### src/rtl/besl_pkg.sv
package besl_pkg;

  // default saturation limit of the expression length counter
  localparam int unsigned MAX_EXPR_LEN_DEF = 65535;

  // request types
  localparam logic REQ_BYTE = 1'b0;
  localparam logic REQ_EOF  = 1'b1;

  // result kinds
  localparam logic [1:0] KIND_DONE    = 2'd0;
  localparam logic [1:0] KIND_NEWLINE = 2'd1;
  localparam logic [1:0] KIND_EOF_IN  = 2'd2;
  localparam logic [1:0] KIND_SUMMARY = 2'd3;

  // character codes
  localparam logic [7:0] CH_NL     = 8'h0A;
  localparam logic [7:0] CH_SPACE  = 8'h20;
  localparam logic [7:0] CH_BANG   = 8'h21;
  localparam logic [7:0] CH_QUOTE  = 8'h22;
  localparam logic [7:0] CH_DOLLAR = 8'h24;
  localparam logic [7:0] CH_PCT    = 8'h25;
  localparam logic [7:0] CH_AMP    = 8'h26;
  localparam logic [7:0] CH_STAR   = 8'h2A;
  localparam logic [7:0] CH_PLUS   = 8'h2B;
  localparam logic [7:0] CH_MINUS  = 8'h2D;
  localparam logic [7:0] CH_SLASH  = 8'h2F;
  localparam logic [7:0] CH_COLON  = 8'h3A;
  localparam logic [7:0] CH_LT     = 8'h3C;
  localparam logic [7:0] CH_EQ     = 8'h3D;
  localparam logic [7:0] CH_GT     = 8'h3E;
  localparam logic [7:0] CH_QMARK  = 8'h3F;
  localparam logic [7:0] CH_LBRACK = 8'h5B;
  localparam logic [7:0] CH_RBRACK = 8'h5D;
  localparam logic [7:0] CH_BAR    = 8'h7C;

  // bit positions of the pending look-ahead checks
  localparam int unsigned PEND_A  = 0;  // plain operator, needs a space next
  localparam int unsigned PEND_BG = 1;  // compare char, good left side
  localparam int unsigned PEND_BB = 2;  // compare char, bad left side
  localparam int unsigned PEND_B2 = 3;  // compare pair, needs a space next

  // saturation limits
  localparam logic [15:0] MAX16 = 16'hFFFF;
  localparam logic [23:0] MAX24 = 24'hFFFFFF;
  localparam logic [31:0] MAX32 = 32'hFFFFFFFF;

  typedef struct packed {
    logic       req_type;
    logic [7:0] in_byte;
  } in_item_t;

  typedef struct packed {
    logic [1:0]  result_kind;
    logic [23:0] line_number;
    logic [15:0] expr_length;
    logic [15:0] expr_warnings;
    logic        quote_unterminated;
    logic [23:0] expr_total;
    logic [23:0] clean_total;
    logic [23:0] warn_total;
    logic [15:0] longest_length;
    logic [31:0] length_sum;
  } res_item_t;

  // item handed from the input register to the scan stage
  typedef struct packed {
    logic     en;
    in_item_t item;
  } step_t;

  // result handed from the scan stage to the output register
  typedef struct packed {
    logic      valid;
    res_item_t item;
  } res_t;

  function automatic logic is_plain_op(input logic [7:0] x);
    logic hit;
    case (x) inside
      CH_BAR, CH_AMP, CH_EQ, CH_PLUS, CH_MINUS,
      CH_STAR, CH_SLASH, CH_PCT, CH_QMARK, CH_COLON: hit = 1'b1;
      default: hit = 1'b0;
    endcase
    return hit;
  endfunction

endpackage

### src/rtl/besl_in_if.sv
interface besl_in_if;
  logic       valid;
  logic       ready;
  logic       req_type;
  logic [7:0] in_byte;

  modport source (output valid, output req_type, output in_byte, input ready);
  modport sink   (input valid, input req_type, input in_byte, output ready);
endinterface

### src/rtl/besl_out_if.sv
interface besl_out_if;
  logic        valid;
  logic        ready;
  logic [1:0]  result_kind;
  logic [23:0] line_number;
  logic [15:0] expr_length;
  logic [15:0] expr_warnings;
  logic        quote_unterminated;
  logic [23:0] expr_total;
  logic [23:0] clean_total;
  logic [23:0] warn_total;
  logic [15:0] longest_length;
  logic [31:0] length_sum;

  modport source (
    output valid, output result_kind, output line_number, output expr_length,
    output expr_warnings, output quote_unterminated, output expr_total,
    output clean_total, output warn_total, output longest_length, output length_sum,
    input ready
  );
  modport sink (
    input valid, input result_kind, input line_number, input expr_length,
    input expr_warnings, input quote_unterminated, input expr_total,
    input clean_total, input warn_total, input longest_length, input length_sum,
    output ready
  );
endinterface

### src/rtl/besl_in_stage.sv
module besl_in_stage
  import besl_pkg::*;
(
  input  logic     clk,
  input  logic     rst_n,
  input  logic     in_valid,
  output logic     in_ready,
  input  in_item_t in_item,
  input  logic     out_free,
  output step_t    step
);

  logic     valid_r;
  in_item_t item_r;

  // the held item moves on whenever the output register can take a result
  assign in_ready  = !valid_r || out_free;
  assign step.en   = valid_r && out_free;
  assign step.item = item_r;

  // input register
  always_ff @(posedge clk) begin
    if (!rst_n) begin
      valid_r <= 1'b0;
    end else if (in_ready) begin
      valid_r <= in_valid;
    end
  end

  always_ff @(posedge clk) begin
    if (in_valid && in_ready) begin
      item_r <= in_item;
    end
  end

endmodule

### src/rtl/besl_scan.sv
module besl_scan
  import besl_pkg::*;
#(
  parameter int unsigned MAX_EXPR_LEN = MAX_EXPR_LEN_DEF
) (
  input  logic  clk,
  input  logic  rst_n,
  input  step_t step,
  output res_t  res
);

  localparam logic [15:0] LenMax = 16'(MAX_EXPR_LEN);

  typedef enum logic [1:0] {
    MODE_OUT  = 2'd0,
    MODE_IN   = 2'd1,
    MODE_HALT = 2'd2
  } mode_t;

  mode_t       mode_r, mode_nxt;
  logic [7:0]  prev_r, prev_nxt;
  logic [15:0] depth_r, depth_nxt;
  logic [7:0]  win_r, win_nxt;
  logic [3:0]  pend_r, pend_nxt;
  logic        quote_r, quote_nxt;
  logic [15:0] len_r, len_nxt;
  logic [15:0] wcnt_r, wcnt_nxt;
  logic [23:0] line_r, line_nxt;
  logic [23:0] expr_r, expr_nxt;
  logic [23:0] clean_r, clean_nxt;
  logic [23:0] warn_r, warn_nxt;
  logic [15:0] max_r, max_nxt;
  logic [31:0] sum_r, sum_nxt;

  logic [7:0]  x;
  logic        eof;
  logic        left_bad;
  logic        op_left;
  logic [2:0]  k_body;
  logic [2:0]  k_close;
  logic [16:0] wcnt_body_sum, wcnt_close_sum;
  logic [24:0] warn_body_sum, warn_close_sum;
  logic [15:0] wcnt_body, wcnt_close;
  logic [23:0] warn_body, warn_close;
  logic [32:0] sum_add;
  logic [15:0] depth_dec;
  logic        emit;
  logic [1:0]  kind;
  logic [15:0] rlen, rwrn;
  logic        rq;

  // warning counts of this byte, for a body byte and for the closing bracket
  always_comb begin
    x        = step.item.in_byte;
    eof      = (step.item.req_type == REQ_EOF);
    left_bad = (len_r != 16'd0) && (win_r != CH_SPACE);
    op_left  = !quote_r && (x != CH_QUOTE) && is_plain_op(x) && left_bad;
    k_body   = {2'b00, pend_r[PEND_B2] && (x != CH_SPACE)}
             + {2'b00, pend_r[PEND_A] && (x != CH_SPACE)}
             + {2'b00, pend_r[PEND_BB] && (x == CH_EQ)}
             + {2'b00, op_left};
    k_close  = {2'b00, pend_r[PEND_A]} + {2'b00, pend_r[PEND_B2]};

    wcnt_body_sum  = {1'b0, wcnt_r} + 17'(k_body);
    wcnt_close_sum = {1'b0, wcnt_r} + 17'(k_close);
    warn_body_sum  = {1'b0, warn_r} + 25'(k_body);
    warn_close_sum = {1'b0, warn_r} + 25'(k_close);
    wcnt_body  = wcnt_body_sum[16]  ? MAX16 : wcnt_body_sum[15:0];
    wcnt_close = wcnt_close_sum[16] ? MAX16 : wcnt_close_sum[15:0];
    warn_body  = warn_body_sum[24]  ? MAX24 : warn_body_sum[23:0];
    warn_close = warn_close_sum[24] ? MAX24 : warn_close_sum[23:0];

    sum_add   = {1'b0, sum_r} + {17'd0, len_r};
    depth_dec = (depth_r != 16'd0) ? depth_r - 16'd1 : depth_r;
  end

  // next state of the scanner
  always_comb begin
    mode_nxt  = mode_r;
    prev_nxt  = prev_r;
    depth_nxt = depth_r;
    win_nxt   = win_r;
    pend_nxt  = pend_r;
    quote_nxt = quote_r;
    len_nxt   = len_r;
    wcnt_nxt  = wcnt_r;
    line_nxt  = line_r;
    expr_nxt  = expr_r;
    clean_nxt = clean_r;
    warn_nxt  = warn_r;
    max_nxt   = max_r;
    sum_nxt   = sum_r;
    emit      = 1'b0;
    kind      = KIND_DONE;
    rlen      = 16'd0;
    rwrn      = 16'd0;
    rq        = 1'b0;

    unique case (mode_r)
      MODE_OUT: begin
        if (eof) begin
          emit     = 1'b1;
          kind     = KIND_SUMMARY;
          mode_nxt = MODE_HALT;
        end else begin
          if (x == CH_NL) begin
            if (line_r != MAX24) line_nxt = line_r + 24'd1;
          end else if (x == CH_LBRACK && prev_r == CH_DOLLAR) begin
            depth_nxt = 16'd1;
            win_nxt   = 8'd0;
            pend_nxt  = 4'd0;
            quote_nxt = 1'b0;
            len_nxt   = 16'd0;
            wcnt_nxt  = 16'd0;
            mode_nxt  = MODE_IN;
          end
          prev_nxt = x;
        end
      end
      MODE_IN: begin
        if (eof) begin
          emit     = 1'b1;
          kind     = KIND_EOF_IN;
          rlen     = len_r;
          mode_nxt = MODE_HALT;
        end else if (x == CH_NL) begin
          emit     = 1'b1;
          kind     = KIND_NEWLINE;
          rlen     = len_r;
          mode_nxt = MODE_HALT;
        end else if (x == CH_RBRACK && depth_dec == 16'd0) begin
          // matching bracket: the end counts as a non-space
          prev_nxt = x;
          emit     = 1'b1;
          kind     = KIND_DONE;
          rlen     = len_r;
          rwrn     = wcnt_close;
          rq       = quote_r;
          warn_nxt = warn_close;
          if (expr_r != MAX24) expr_nxt = expr_r + 24'd1;
          if (wcnt_close == 16'd0 && clean_r != MAX24) clean_nxt = clean_r + 24'd1;
          if (len_r > max_r) max_nxt = len_r;
          sum_nxt   = sum_add[32] ? MAX32 : sum_add[31:0];
          depth_nxt = 16'd0;
          win_nxt   = 8'd0;
          pend_nxt  = 4'd0;
          quote_nxt = 1'b0;
          len_nxt   = 16'd0;
          wcnt_nxt  = 16'd0;
          mode_nxt  = MODE_OUT;
        end else begin
          prev_nxt = x;
          if (x == CH_LBRACK) begin
            if (depth_r != MAX16) depth_nxt = depth_r + 16'd1;
          end else if (x == CH_RBRACK) begin
            depth_nxt = depth_dec;
          end
          // body byte: settle look-ahead, then check this byte
          wcnt_nxt = wcnt_body;
          warn_nxt = warn_body;
          pend_nxt = 4'd0;
          pend_nxt[PEND_B2] = pend_r[PEND_BG] && (x == CH_EQ);
          if (quote_r) begin
            if (x == CH_QUOTE) quote_nxt = 1'b0;
          end else if (x == CH_QUOTE) begin
            quote_nxt = 1'b1;
          end else if (is_plain_op(x)) begin
            if (!left_bad) pend_nxt[PEND_A] = 1'b1;
          end else if (x == CH_LT || x == CH_GT || x == CH_BANG) begin
            if (left_bad) pend_nxt[PEND_BB] = 1'b1;
            else          pend_nxt[PEND_BG] = 1'b1;
          end
          win_nxt = x;
          if (len_r < LenMax) len_nxt = len_r + 16'd1;
        end
      end
      default: begin
        // halted until reset
      end
    endcase
  end

  // result of this step, totals after the update
  always_comb begin
    res.valid                   = step.en && emit;
    res.item.result_kind        = kind;
    res.item.line_number        = line_nxt;
    res.item.expr_length        = rlen;
    res.item.expr_warnings      = rwrn;
    res.item.quote_unterminated = rq;
    res.item.expr_total         = expr_nxt;
    res.item.clean_total        = clean_nxt;
    res.item.warn_total         = warn_nxt;
    res.item.longest_length     = max_nxt;
    res.item.length_sum         = sum_nxt;
  end

  // scanner state
  always_ff @(posedge clk) begin
    if (!rst_n) begin
      mode_r  <= MODE_OUT;
      prev_r  <= 8'd0;
      depth_r <= 16'd0;
      win_r   <= 8'd0;
      pend_r  <= 4'd0;
      quote_r <= 1'b0;
      len_r   <= 16'd0;
      wcnt_r  <= 16'd0;
      line_r  <= 24'd1;
      expr_r  <= 24'd0;
      clean_r <= 24'd0;
      warn_r  <= 24'd0;
      max_r   <= 16'd0;
      sum_r   <= 32'd0;
    end else if (step.en) begin
      mode_r  <= mode_nxt;
      prev_r  <= prev_nxt;
      depth_r <= depth_nxt;
      win_r   <= win_nxt;
      pend_r  <= pend_nxt;
      quote_r <= quote_nxt;
      len_r   <= len_nxt;
      wcnt_r  <= wcnt_nxt;
      line_r  <= line_nxt;
      expr_r  <= expr_nxt;
      clean_r <= clean_nxt;
      warn_r  <= warn_nxt;
      max_r   <= max_nxt;
      sum_r   <= sum_nxt;
    end
  end

endmodule

### src/rtl/besl_out_stage.sv
module besl_out_stage
  import besl_pkg::*;
(
  input  logic      clk,
  input  logic      rst_n,
  input  res_t      res,
  input  logic      out_ready,
  output logic      out_valid,
  output res_item_t out_item,
  output logic      out_free
);

  logic      valid_r;
  res_item_t item_r;

  // free when empty or when the held result transfers this cycle
  assign out_free  = !valid_r || out_ready;
  assign out_valid = valid_r;
  assign out_item  = item_r;

  // output register
  always_ff @(posedge clk) begin
    if (!rst_n) begin
      valid_r <= 1'b0;
    end else if (out_free) begin
      valid_r <= res.valid;
    end
  end

  always_ff @(posedge clk) begin
    if (out_free && res.valid) begin
      item_r <= res.item;
    end
  end

endmodule

### src/rtl/bracketed_expr_spacing_lint_unit.sv
// Path: a result passes from the input register through the combinational scanner into
// the output register, which holds it until it transfers.
// Throughput: one byte per cycle; the scanner computes its next state combinationally between
// the input register and the output register, stalled only by a held output.
// Reset: synchronous rst_n clears both register stages and the scanner state, with the
// line counter at one; no clearing pass, the block accepts bytes right after reset.
module bracketed_expr_spacing_lint_unit
  import besl_pkg::*;
#(
  parameter int unsigned MAX_EXPR_LEN = MAX_EXPR_LEN_DEF
) (
  input logic         clk,
  input logic         rst_n,
  besl_in_if.sink     in_ch,
  besl_out_if.source  out_ch
);

  in_item_t  in_item;
  step_t     step;
  res_t      res;
  res_item_t out_item;
  logic      out_free;

  assign in_item.req_type = in_ch.req_type;
  assign in_item.in_byte  = in_ch.in_byte;

  // input register
  besl_in_stage u_in_stage (
    .clk      (clk),
    .rst_n    (rst_n),
    .in_valid (in_ch.valid),
    .in_ready (in_ch.ready),
    .in_item  (in_item),
    .out_free (out_free),
    .step     (step)
  );

  // scanner
  besl_scan #(
    .MAX_EXPR_LEN (MAX_EXPR_LEN)
  ) u_scan (
    .clk   (clk),
    .rst_n (rst_n),
    .step  (step),
    .res   (res)
  );

  // output register
  besl_out_stage u_out_stage (
    .clk       (clk),
    .rst_n     (rst_n),
    .res       (res),
    .out_ready (out_ch.ready),
    .out_valid (out_ch.valid),
    .out_item  (out_item),
    .out_free  (out_free)
  );

  assign out_ch.result_kind        = out_item.result_kind;
  assign out_ch.line_number        = out_item.line_number;
  assign out_ch.expr_length        = out_item.expr_length;
  assign out_ch.expr_warnings      = out_item.expr_warnings;
  assign out_ch.quote_unterminated = out_item.quote_unterminated;
  assign out_ch.expr_total         = out_item.expr_total;
  assign out_ch.clean_total        = out_item.clean_total;
  assign out_ch.warn_total         = out_item.warn_total;
  assign out_ch.longest_length     = out_item.longest_length;
  assign out_ch.length_sum         = out_item.length_sum;

  // a result comes only from an item that moves through the scanner
  a_res_needs_step: assert property (@(posedge clk) disable iff (!rst_n)
    res.valid |-> step.en)
    else $error("scan result without a step");

  // nothing follows an error or summary transfer
  a_halt_silent: assert property (@(posedge clk) disable iff (!rst_n)
    (out_ch.valid && out_ch.ready && out_ch.result_kind != KIND_DONE) |=> !out_ch.valid)
    else $error("result after halt");

  // clean expressions never outnumber expressions
  a_clean_le_total: assert property (@(posedge clk) disable iff (!rst_n)
    out_ch.valid |-> (out_ch.clean_total <= out_ch.expr_total))
    else $error("clean total exceeds expression total");

  // length stays within its saturation limit
  a_len_limit: assert property (@(posedge clk) disable iff (!rst_n)
    out_ch.valid |-> (32'(out_ch.expr_length) <= 32'(MAX_EXPR_LEN)))
    else $error("expression length above limit");

endmodule

### src/flat_wrapper.sv
// flat-port wrapper written by rule: the top's interface ports become plain ports
module bracketed_expr_spacing_lint_unit_flat import besl_pkg::*;
#(
  parameter int unsigned MAX_EXPR_LEN = MAX_EXPR_LEN_DEF
)
  (clk, rst_n, in_ch_valid, in_ch_req_type, in_ch_in_byte, in_ch_ready, out_ch_valid, out_ch_result_kind, out_ch_line_number, out_ch_expr_length, out_ch_expr_warnings, out_ch_quote_unterminated, out_ch_expr_total, out_ch_clean_total, out_ch_warn_total, out_ch_longest_length, out_ch_length_sum, out_ch_ready);
  besl_in_if in_ch_i ();
  besl_out_if out_ch_i ();
  input logic clk;
  input logic rst_n;
  input wire logic [$bits(in_ch_i.valid)-1:0] in_ch_valid;
  input wire logic [$bits(in_ch_i.req_type)-1:0] in_ch_req_type;
  input wire logic [$bits(in_ch_i.in_byte)-1:0] in_ch_in_byte;
  output wire logic [$bits(in_ch_i.ready)-1:0] in_ch_ready;
  output wire logic [$bits(out_ch_i.valid)-1:0] out_ch_valid;
  output wire logic [$bits(out_ch_i.result_kind)-1:0] out_ch_result_kind;
  output wire logic [$bits(out_ch_i.line_number)-1:0] out_ch_line_number;
  output wire logic [$bits(out_ch_i.expr_length)-1:0] out_ch_expr_length;
  output wire logic [$bits(out_ch_i.expr_warnings)-1:0] out_ch_expr_warnings;
  output wire logic [$bits(out_ch_i.quote_unterminated)-1:0] out_ch_quote_unterminated;
  output wire logic [$bits(out_ch_i.expr_total)-1:0] out_ch_expr_total;
  output wire logic [$bits(out_ch_i.clean_total)-1:0] out_ch_clean_total;
  output wire logic [$bits(out_ch_i.warn_total)-1:0] out_ch_warn_total;
  output wire logic [$bits(out_ch_i.longest_length)-1:0] out_ch_longest_length;
  output wire logic [$bits(out_ch_i.length_sum)-1:0] out_ch_length_sum;
  input wire logic [$bits(out_ch_i.ready)-1:0] out_ch_ready;
  assign in_ch_i.valid = in_ch_valid;
  assign in_ch_i.req_type = in_ch_req_type;
  assign in_ch_i.in_byte = in_ch_in_byte;
  assign in_ch_ready = in_ch_i.ready;
  assign out_ch_valid = out_ch_i.valid;
  assign out_ch_result_kind = out_ch_i.result_kind;
  assign out_ch_line_number = out_ch_i.line_number;
  assign out_ch_expr_length = out_ch_i.expr_length;
  assign out_ch_expr_warnings = out_ch_i.expr_warnings;
  assign out_ch_quote_unterminated = out_ch_i.quote_unterminated;
  assign out_ch_expr_total = out_ch_i.expr_total;
  assign out_ch_clean_total = out_ch_i.clean_total;
  assign out_ch_warn_total = out_ch_i.warn_total;
  assign out_ch_longest_length = out_ch_i.longest_length;
  assign out_ch_length_sum = out_ch_i.length_sum;
  assign out_ch_i.ready = out_ch_ready;
  bracketed_expr_spacing_lint_unit #(.MAX_EXPR_LEN(MAX_EXPR_LEN)) u_core (.clk(clk), .rst_n(rst_n), .in_ch(in_ch_i), .out_ch(out_ch_i));
endmodule
### config.mk
export PLATFORM = sky130hd
export DESIGN_NAME = bracketed_expr_spacing_lint_unit_flat
export DESIGN_NICKNAME = d
export VERILOG_FILES = /design/src/rtl/besl_pkg.sv /design/src/rtl/besl_in_if.sv /design/src/rtl/besl_out_if.sv /design/src/rtl/besl_in_stage.sv /design/src/rtl/besl_scan.sv /design/src/rtl/besl_out_stage.sv /design/src/rtl/bracketed_expr_spacing_lint_unit.sv /design/src/flat_wrapper.sv
export SDC_FILE = /design/constraint.sdc
export NUM_CORES = 1
export LEC_CHECK = 0
export ABC_CLOCK_PERIOD_IN_PS = 6300
export BUFFER_PORTS_ARGS = -buffer_cell sky130_fd_sc_hd__buf_2
export CAP_MARGIN = 10
export CORE_ASPECT_RATIO = 0.8
export CORE_MARGIN = 2
export CORE_UTILIZATION = 61
export DETAILED_ROUTE_END_ITERATION = 16
export PLACE_DENSITY_LB_ADDON = 0.15
export SYNTH_ARGS = -nofsm -noshare
export SYNTH_HDL_FRONTEND = slang
export SYNTH_HIERARCHICAL = 1
export SYNTH_SLANG_ARGS = --single-unit
### constraint.sdc
create_clock -name clk -period 6.3 [get_ports clk]
set_clock_uncertainty 0.05 [all_clocks]
set_input_delay 0 -clock clk [delete_from_list [all_inputs] [get_ports clk]]
set_output_delay 0 -clock clk [all_outputs]
set_load 0.01 [all_outputs]
==> summary.txt, run 1 <==
Status
  – Outcome: finished, final reports clean

Synth
  – EDFF count, synth: 188
  – Synthesized instance count: around 2,400
  – Asr flop ratio synth: 0
  – Unique cell type count in the Yosys netlist: 91
  – Ys flop type: dfxtp_1
  – Syn nets: 2,456
  – Register area share after synthesis: 0.453
  – Number of synthesized register bits: 405
  – Netlist Area Pre-Place: 22,100 µm²
  – Syn_area_per_cell: 9.25 µm²
  – Ys Warns: 6

STA
  – Min Tclk post-route: 5500 ps
  – Slew margin rel.: 0.146
  – Slew Limit Fails: 0
  – Setup violators final: 0
  – RSZ-0062 raised after global routing: no
  – Final setup margin: 796 ps
  – Slew at the pin with the worst max-slew slack: 1280 ps
  – Fmax: 0.182 GHz
  – Final period util: 0.874
  – Final setup TNS: 0 ps
  – Hold Violations, Final: 0

Clock tree
  – Post-CTS sizing: 0
  – H-tree depth: 2
  – Clock Latency Late Sink: 560 ps
  – Num CTS Buffers: 42
  – Root Buffer: clkbuf_16
  – Clock buffer depth: 3
  – CTS Sinks: ~400
  – Post-CTS Hold Fix Bufs: 13
  – Post-CTS Setup Bufs: 0
  – CTS clock-pin slew for the worst setup and hold paths: 60 ps
  – CTS tree: built

Global route
  – GRT overflow: 0
  – Vias in the first global route: between 15,000 and 20,000
  – First-pass GRT wire length: 94.1 mm
  – Pin count of the biggest net entering global routing: 91
  – Initial antenna violation count: 0
  – Tot GR Track Use: 0.308

Cells and area
  – Share of cells above drive strength 1: 0.146
  – Area growth syn-to-layout: 11.8%
  – # nets final: 2,569
  – Finished Layout Cells: 3,011
  – Register area: 9990 µm²
  – Multi-input logic area: 11,200 µm²
  – # fillers: 2,837
  – # diodes: 0
  – Most common cell after layout, fill and taps aside: nor2_1
  – Most frequent cells in the layout: nor2_1, dfxtp_1, nand2_1, buf_2, edfxtp_1

Floorplan
  – Chip width: 217 µm
  – Die span in y: ~170 µm
  – Die Area: 37,700 µm²
  – Core Area: approximately 36,000 µm²
  – I/O pin total: between 150 and 200
  – Initial Util: 0.617
  – Num rows: 62

Setup path
  – Worst path cell trace: nor4_1 -> nand2b_1 -> or3b_2 -> ha_1 -> and4_1 -> fa_1 -> ha_1 -> ha_1 -> inv_1 -> fa_1 -> nor3b_1 -> a21oi_1 -> nor2_1 -> nand2_1 -> o31ai_1 -> buf_2 -> o21ai_0 -> a211oi_1 -> o21a_1
  – Crit path required time: 6740 ps
  – Type of element capturing the critical path: flip-flop
  – Critical path class: flip-flop to flip-flop
  – CP max-delay cell: edfxtp_1
  – Crit-path max cell delay: 530 ps
  – Critical Path Fanout Max: 11
  – Crit path DAT: just under 6000 ps
  – Most frequent CP cell: ha_1
  – Worst Setup Start Kind: flip-flop

Route
  – Drt pass-1 iters: 6
  – Final wirelength: 59.0 mm
  – Via density: 6.29
  – Final ANT Viol Nets: 0
  – DRT iter0 DRCs: 1,931
  – Vias: approximately 19,000
  – DR WL/cell: 19.6 µm
  – # DRC: 0

Placement
  – RD Place Congestion: approximately 0.95
  – Post-Place Cells: 2,920
  – Pre-CTS WS: ~840 ps
  – DP HPWL: 39.9 mm
  – Port Buf Inserts: roughly 190

Power
  – Total design power: 5.37 mW
  – PD cells: 218 nW/µm²
  – Logic pwr share: 0.033
  – Peak VDD IR: 186 µV
  – P_int: ~4.2 mW
  – Leak pwr: 9.60 nW
  – Sw frac: 0.221
  – Switch Pwr: 1.19 mW
  – Clk pwr share: 0.448
  – Seq pwr share: 0.519

Min path
  – Min-delay worst type: input pin to flip-flop

Job
  – Max-cap violations: 0
cells in the mapped netlist, drive strengths merged (9+ instances only):
cell | n | area share
buf | 22 | 0.0057
xnor2 | 90 | 0.036
xor2 | 63 | 0.025
a21o | 11 | 0.0037
mux2 | 24 | 0.012
nand2b | 20 | 0.0064
a211oi | 22 | 0.0075
nor4 | 30 | 0.012
and3 | 58 | 0.016
and4 | 22 | 0.0087
a311oi | 9 | 0.0036
o21a | 19 | 0.0065
or3 | 49 | 0.014
nor3 | 50 | 0.013
a21oi | 152 | 0.034
nor2 | 226 | 0.038
nor2b | 16 | 0.0045
nand2 | 215 | 0.037
a31oi | 40 | 0.012
inv | 55 | 0.0094
nor4b | 11 | 0.0049
o221a | 12 | 0.0061
or2 | 10 | 0.0028
ha | 52 | 0.029
dfxtp | 217 | 0.20
mux2i | 42 | 0.019
or4 | 15 | 0.0054
o31ai | 21 | 0.0071
nand3 | 118 | 0.027
o21ai | 115 | 0.026
nor3b | 9 | 0.0031
and2 | 58 | 0.017
edfxtp | 188 | 0.26
clkbuf | 144 | 0.025
o22ai | 10 | 0.0028
nand4 | 56 | 0.017
through the flow:
step | utilization | hold WS, ps | instance area (µm²)
3_3_place_gp | 0.649 | 129 | 23200
5_1_grt | 0.690 | 102 | 24700
2_1_floorplan | - | 48.9 | 22100
3_5_place_dp | 0.649 | 129 | 23200
4_1_cts | 0.690 | 87.1 | 24700
6_report | 0.690 | 110 | 24700
cell type report:
class / instances / share of cell area
inverters: 55 / 0.00847
clock inverters: 19 / 0.00523
well taps: 480 / 0.0244
clock buffers: 58 / 0.0483
repair buffers: 235 / 0.0542
flip-flops and latches: 405 / 0.405
multi-input cells: 1759 / 0.454
cells by family (layout without fill, tap and decap cells):
group	count (synthesis)	after routing	synth area share
buffers and inverters	221	367	0.0396
AND/OR/NAND/NOR	984	984	0.235
adder cells (fa/ha/maj)	58	58	0.0349
flip-flops	405	405	0.453
multiplexers	66	66	0.0313
XOR/XNOR	153	153	0.0607
AO/OA/AOI/OAI	498	498	0.146
worst paths after layout:
check | from | end | slack [ps] | cells after the start
hold / removal | in_ch_req_type | u_core/u_in_stage/step[8]$_DFFE_PP_ | 110 | 2
setup reg to reg | u_core/u_in_stage/step[2]$_DFFE_PP_ | u_core/u_scan/warn_r[13]$_SDFFE_PN0P_ | 800 | 19
setup / recovery | u_core/u_in_stage/step[2]$_DFFE_PP_ | u_core/u_scan/warn_r[13]$_SDFFE_PN0P_ | 800 | 19
hold reg to reg | u_core/u_scan/win_r[6]$_SDFFE_PN0P_ | u_core/u_scan/win_r[6]$_SDFFE_PN0P_ | 400 | 2
flip-flops by register name, summed over array words and instances, names as in the netlist, 9 cells and up:
signal and count:
u_core/u_out_stage/out_item 179, u_core/u_scan/sum_r 32, u_core/u_scan/clean_r 24, u_core/u_scan/expr_r 24, u_core/u_scan/line_r 24, u_core/u_scan/warn_r 24, u_core/u_scan/depth_r 16, u_core/u_scan/len_r 16
u_core/u_scan/max_r 16, u_core/u_scan/wcnt_r 16, u_core/u_in_stage/step 9
critical path: cells and delay by family (launching register included):
family | cells | cell delay (ps)
fa+ha+maj | 5 | 1690
compound gates | 5 | 860
buf+inv | 2 | 400
flops | 1 | 530
simple gates | 7 | 1920
routing by layer:
| layer | track usage | up-vias | share of wire |
|---|---|---|---|
| met5 | 0 | - | 0 |
| met4 | 0.116 | 0 | 0.034 |
| met3 | 0.0586 | 146 | 0.083 |
| met2 | 0.478 | 788 | 0.45 |
| met1 | 0.431 | 9065 | 0.43 |
| li1 | - | 8947 | - |
power groups by stage:
stage,combinational (mW),clock (mW),sequential [mW]
after global routing,0.192,2.55,2.79
after CTS,0.176,2.45,2.79
final,0.178,2.41,2.79
after floorplan,0.101,0,2.84
after global placement,0.167,0,2.84
after detailed placement,0.169,0,2.84
Note: power is estimated with default switching activity, not from simulation.
==> inputs of run 2 (changes only) <==
- REMOVE_ABC_BUFFERS: default -> 1
- SETUP_SLACK_MARGIN: default -> 0.15
==> run 2 against run 1 <==
Net effect: global-route usage shrank 0.16 points; via count fell by 0.23%; routed wire length fell by 0.11%; power grew 4.4%; final area up 0.69%; setup slack got worse by 93 ps; non-clock buffer count did not move; clock-buffer cell count down 3; worst hold slack better by 11 ps; sequential power about the same.
==> summary.txt, run 2 (synthesis gave the netlist of run 1 again) <==
Global route
  – GRT overflow: 0
  – Initial antenna violation count: 1
  – Tot GR Track Use: 0.307
  – First-pass GRT wire length: 94.1 mm
  – Vias in the first global route: 17,934
  – Pin count of the biggest net entering global routing: 78

Clock tree
  – Clock Latency Late Sink: 550 ps
  – Post-CTS sizing: 0
  – H-tree depth: 2
  – Num CTS Buffers: 43
  – CTS clock-pin slew for the worst setup and hold paths: 60 ps
  – CTS Sinks: 405
  – CTS tree: built
  – Root Buffer: clkbuf_16
  – Clock buffer depth: 3

Route
  – Final wirelength: ~60 mm
  – DR WL/cell: a little under 20 µm
  – Final ANT Viol Nets: 0
  – Via density: 6.28
  – # DRC: 0
  – Vias: 18,903
  – DRT iter0 DRCs: approximately 1,900
  – Drt pass-1 iters: 5

Power
  – Peak VDD IR: 208 µV
  – P_int: around 4.4 mW
  – Logic pwr share: 0.032
  – Switch Pwr: around 1.2 mW
  – Clk pwr share: 0.471
  – PD cells: 226 nW/µm²
  – Sw frac: 0.215
  – Leak pwr: 9.68 nW
  – Seq pwr share: 0.497

Cells and area
  – Most frequent cells in the layout: nor2_1, dfxtp_1, nand2_1, buf_2, edfxtp_1
  – Share of cells above drive strength 1: 0.148
  – # diodes: 0
  – Finished Layout Cells: roughly 3,000
  – # nets final: ~2,600
  – Max reg flops: 179
  – Most common cell after layout, fill and taps aside: nor2_1
  – Post-route design area: about 25,000 µm²
  – Area growth syn-to-layout: 12.6%

Placement
  – RD Place Congestion: 0.934
  – Post-Place Cells: just under 3,000
  – Port Buf Inserts: ~190
  – DP HPWL: 39.3 mm
  – Cell Area, Placed: 23,200 µm²

Setup path
  – RR Startpoint: u_core/u_in_stage/step[2]$_DFFE_PP_
  – Crit path DAT: 5950 ps
  – Critical path class: flip-flop to flip-flop
  – Crit path required time: 6650 ps
  – Setup slack, reg-to-reg: 700 ps
  – Worst Setup Start Kind: flip-flop
  – Type of element capturing the critical path: flip-flop
  – Reg2Reg Depth: 18
  – Crit Reg-Reg Endpoint: u_core/u_out_stage/out_item[63]$_DFFE_PP_
  – Critical Path Fanout Max: 11

STA
  – Slew margin rel.: 0.227
  – RSZ-0062 raised after global routing: no
  – Fmax: 0.179 GHz
  – Final period util: 0.888
  – Setup violators final: 0
  – Slew Limit Fails: 0
  – Hold Violations, Final: 0
  – Slew at the pin with the worst max-slew slack: between 1000 and 1500 ps
  – Final setup TNS: 0 ps
  – Min Tclk post-route: 5600 ps

Status
  – Outcome: finished, final reports clean

Floorplan
  – I/O pin total: 194
  – Num rows: between 60 and 70
  – Die Area: between 30,000 and 40,000 µm²
  – Core Area: around 36,000 µm²
  – Initial Util: 0.617
  – Chip width: 217 µm
  – Die span in y: about 170 µm

Min path
  – Min-delay src: in_ch_in_byte[4]
  – Worst hold path endpoint: u_core/u_in_stage/step[4]$_DFFE_PP_
  – Hold path cells: 2
  – Min-delay worst type: input pin to flip-flop

Job
  – Max-cap violations: 0
[run 2: cell count changes in the layout (fill, tap and decap cells not counted)]
cell and change:
buf_2 -1, bufinv_16 +4, clkbuf_1 -6, clkbuf_16 +1
clkbuf_8 +2, clkinv_1 +1, clkinv_2 -5, dlygate4sd3_1 +1
inv_4 +1, inv_6 +3, nand3_1 -1, nand3_2 +1
[run 2: power by group through the flow]
stage / sequential, mW / combinational (mW) / clock, mW
final: 2.79 / 0.178 / 2.64
after global routing: 2.79 / 0.191 / 2.79
after CTS: 2.79 / 0.176 / 2.69
after detailed placement: 2.84 / 0.169 / 0
after global placement: 2.84 / 0.166 / 0
after floorplan: 2.85 / 0.0844 / 0
[run 2: metal layers]
layer	part of all wire	global-route usage
met1	0.43	0.424
met2	0.46	0.493
met3	0.075	0.0493
met4	0.031	0.102
met5	0	0
[run 2: worst max path at each step]
stage | to | cells after the start | slack, ps | startpoint
final | u_core/u_out_stage/out_item[63]$_DFFE_PP_ | 18 | 700 | u_core/u_in_stage/step[2]$_DFFE_PP_
after floorplan | u_core/u_scan/warn_r[13]$_SDFFE_PN0P_ | 18 | 1420 | u_core/u_in_stage/step[2]$_DFFE_PP_
after CTS | u_core/u_out_stage/out_item[63]$_DFFE_PP_ | 18 | 800 | u_core/u_in_stage/step[2]$_DFFE_PP_
after global routing | u_core/u_scan/warn_r[13]$_SDFFE_PN0P_ | 18 | 280 | u_core/u_in_stage/step[2]$_DFFE_PP_
after detailed placement | u_core/u_out_stage/out_item[67]$_DFFE_PP_ | 17 | 830 | u_core/u_in_stage/step[2]$_DFFE_PP_
after global placement | u_core/u_out_stage/out_item[67]$_DFFE_PP_ | 17 | 980 | u_core/u_in_stage/step[2]$_DFFE_PP_
[run 2: per-stage QoR]
stage	setup WS, ps	hold slack, ps	power [mW]	util
2_1_floorplan	1420	26.2	2.93	-
3_3_place_gp	975	127	3.01	0.649
3_5_place_dp	831	128	3.01	0.649
4_1_cts	801	102	5.65	0.694
5_1_grt	282	132	5.77	0.694
6_report	703	121	5.61	0.694
[run 2: area by class of cell]
type | count | area [µm²]
Multi-Input combinational cell | 1759 | 11200
Fill cell | 2833 | 10900
Sequential cell | 405 | 9990
Timing Repair Buffer | 235 | 1340
Clock buffer | 55 | 1220
Tap cell | 480 | 601
Clock inverter | 23 | 260
Inverter | 55 | 209
[run 2: what timing repair did]
item                      in CTS  in global routing
hold buffers                  14                  0
setup buffers                  0                  0
hold endpoints to repair      23                  0
[run 2: critical path: stages (launching register included)]
cell and delay (ps):
edfxtp_1 530, nor4_1 340, nand2b_1 150, or3b_2 520, ha_1 200, and4_1 180, fa_1 490, ha_1 230
ha_1 340, inv_1 100, fa_1 450, nor3b_1 210, a21oi_1 130, or2_2 400, nor2_1 390, nor2_1 130
a211o_1 310, nand2_1 110, a32o_1 190
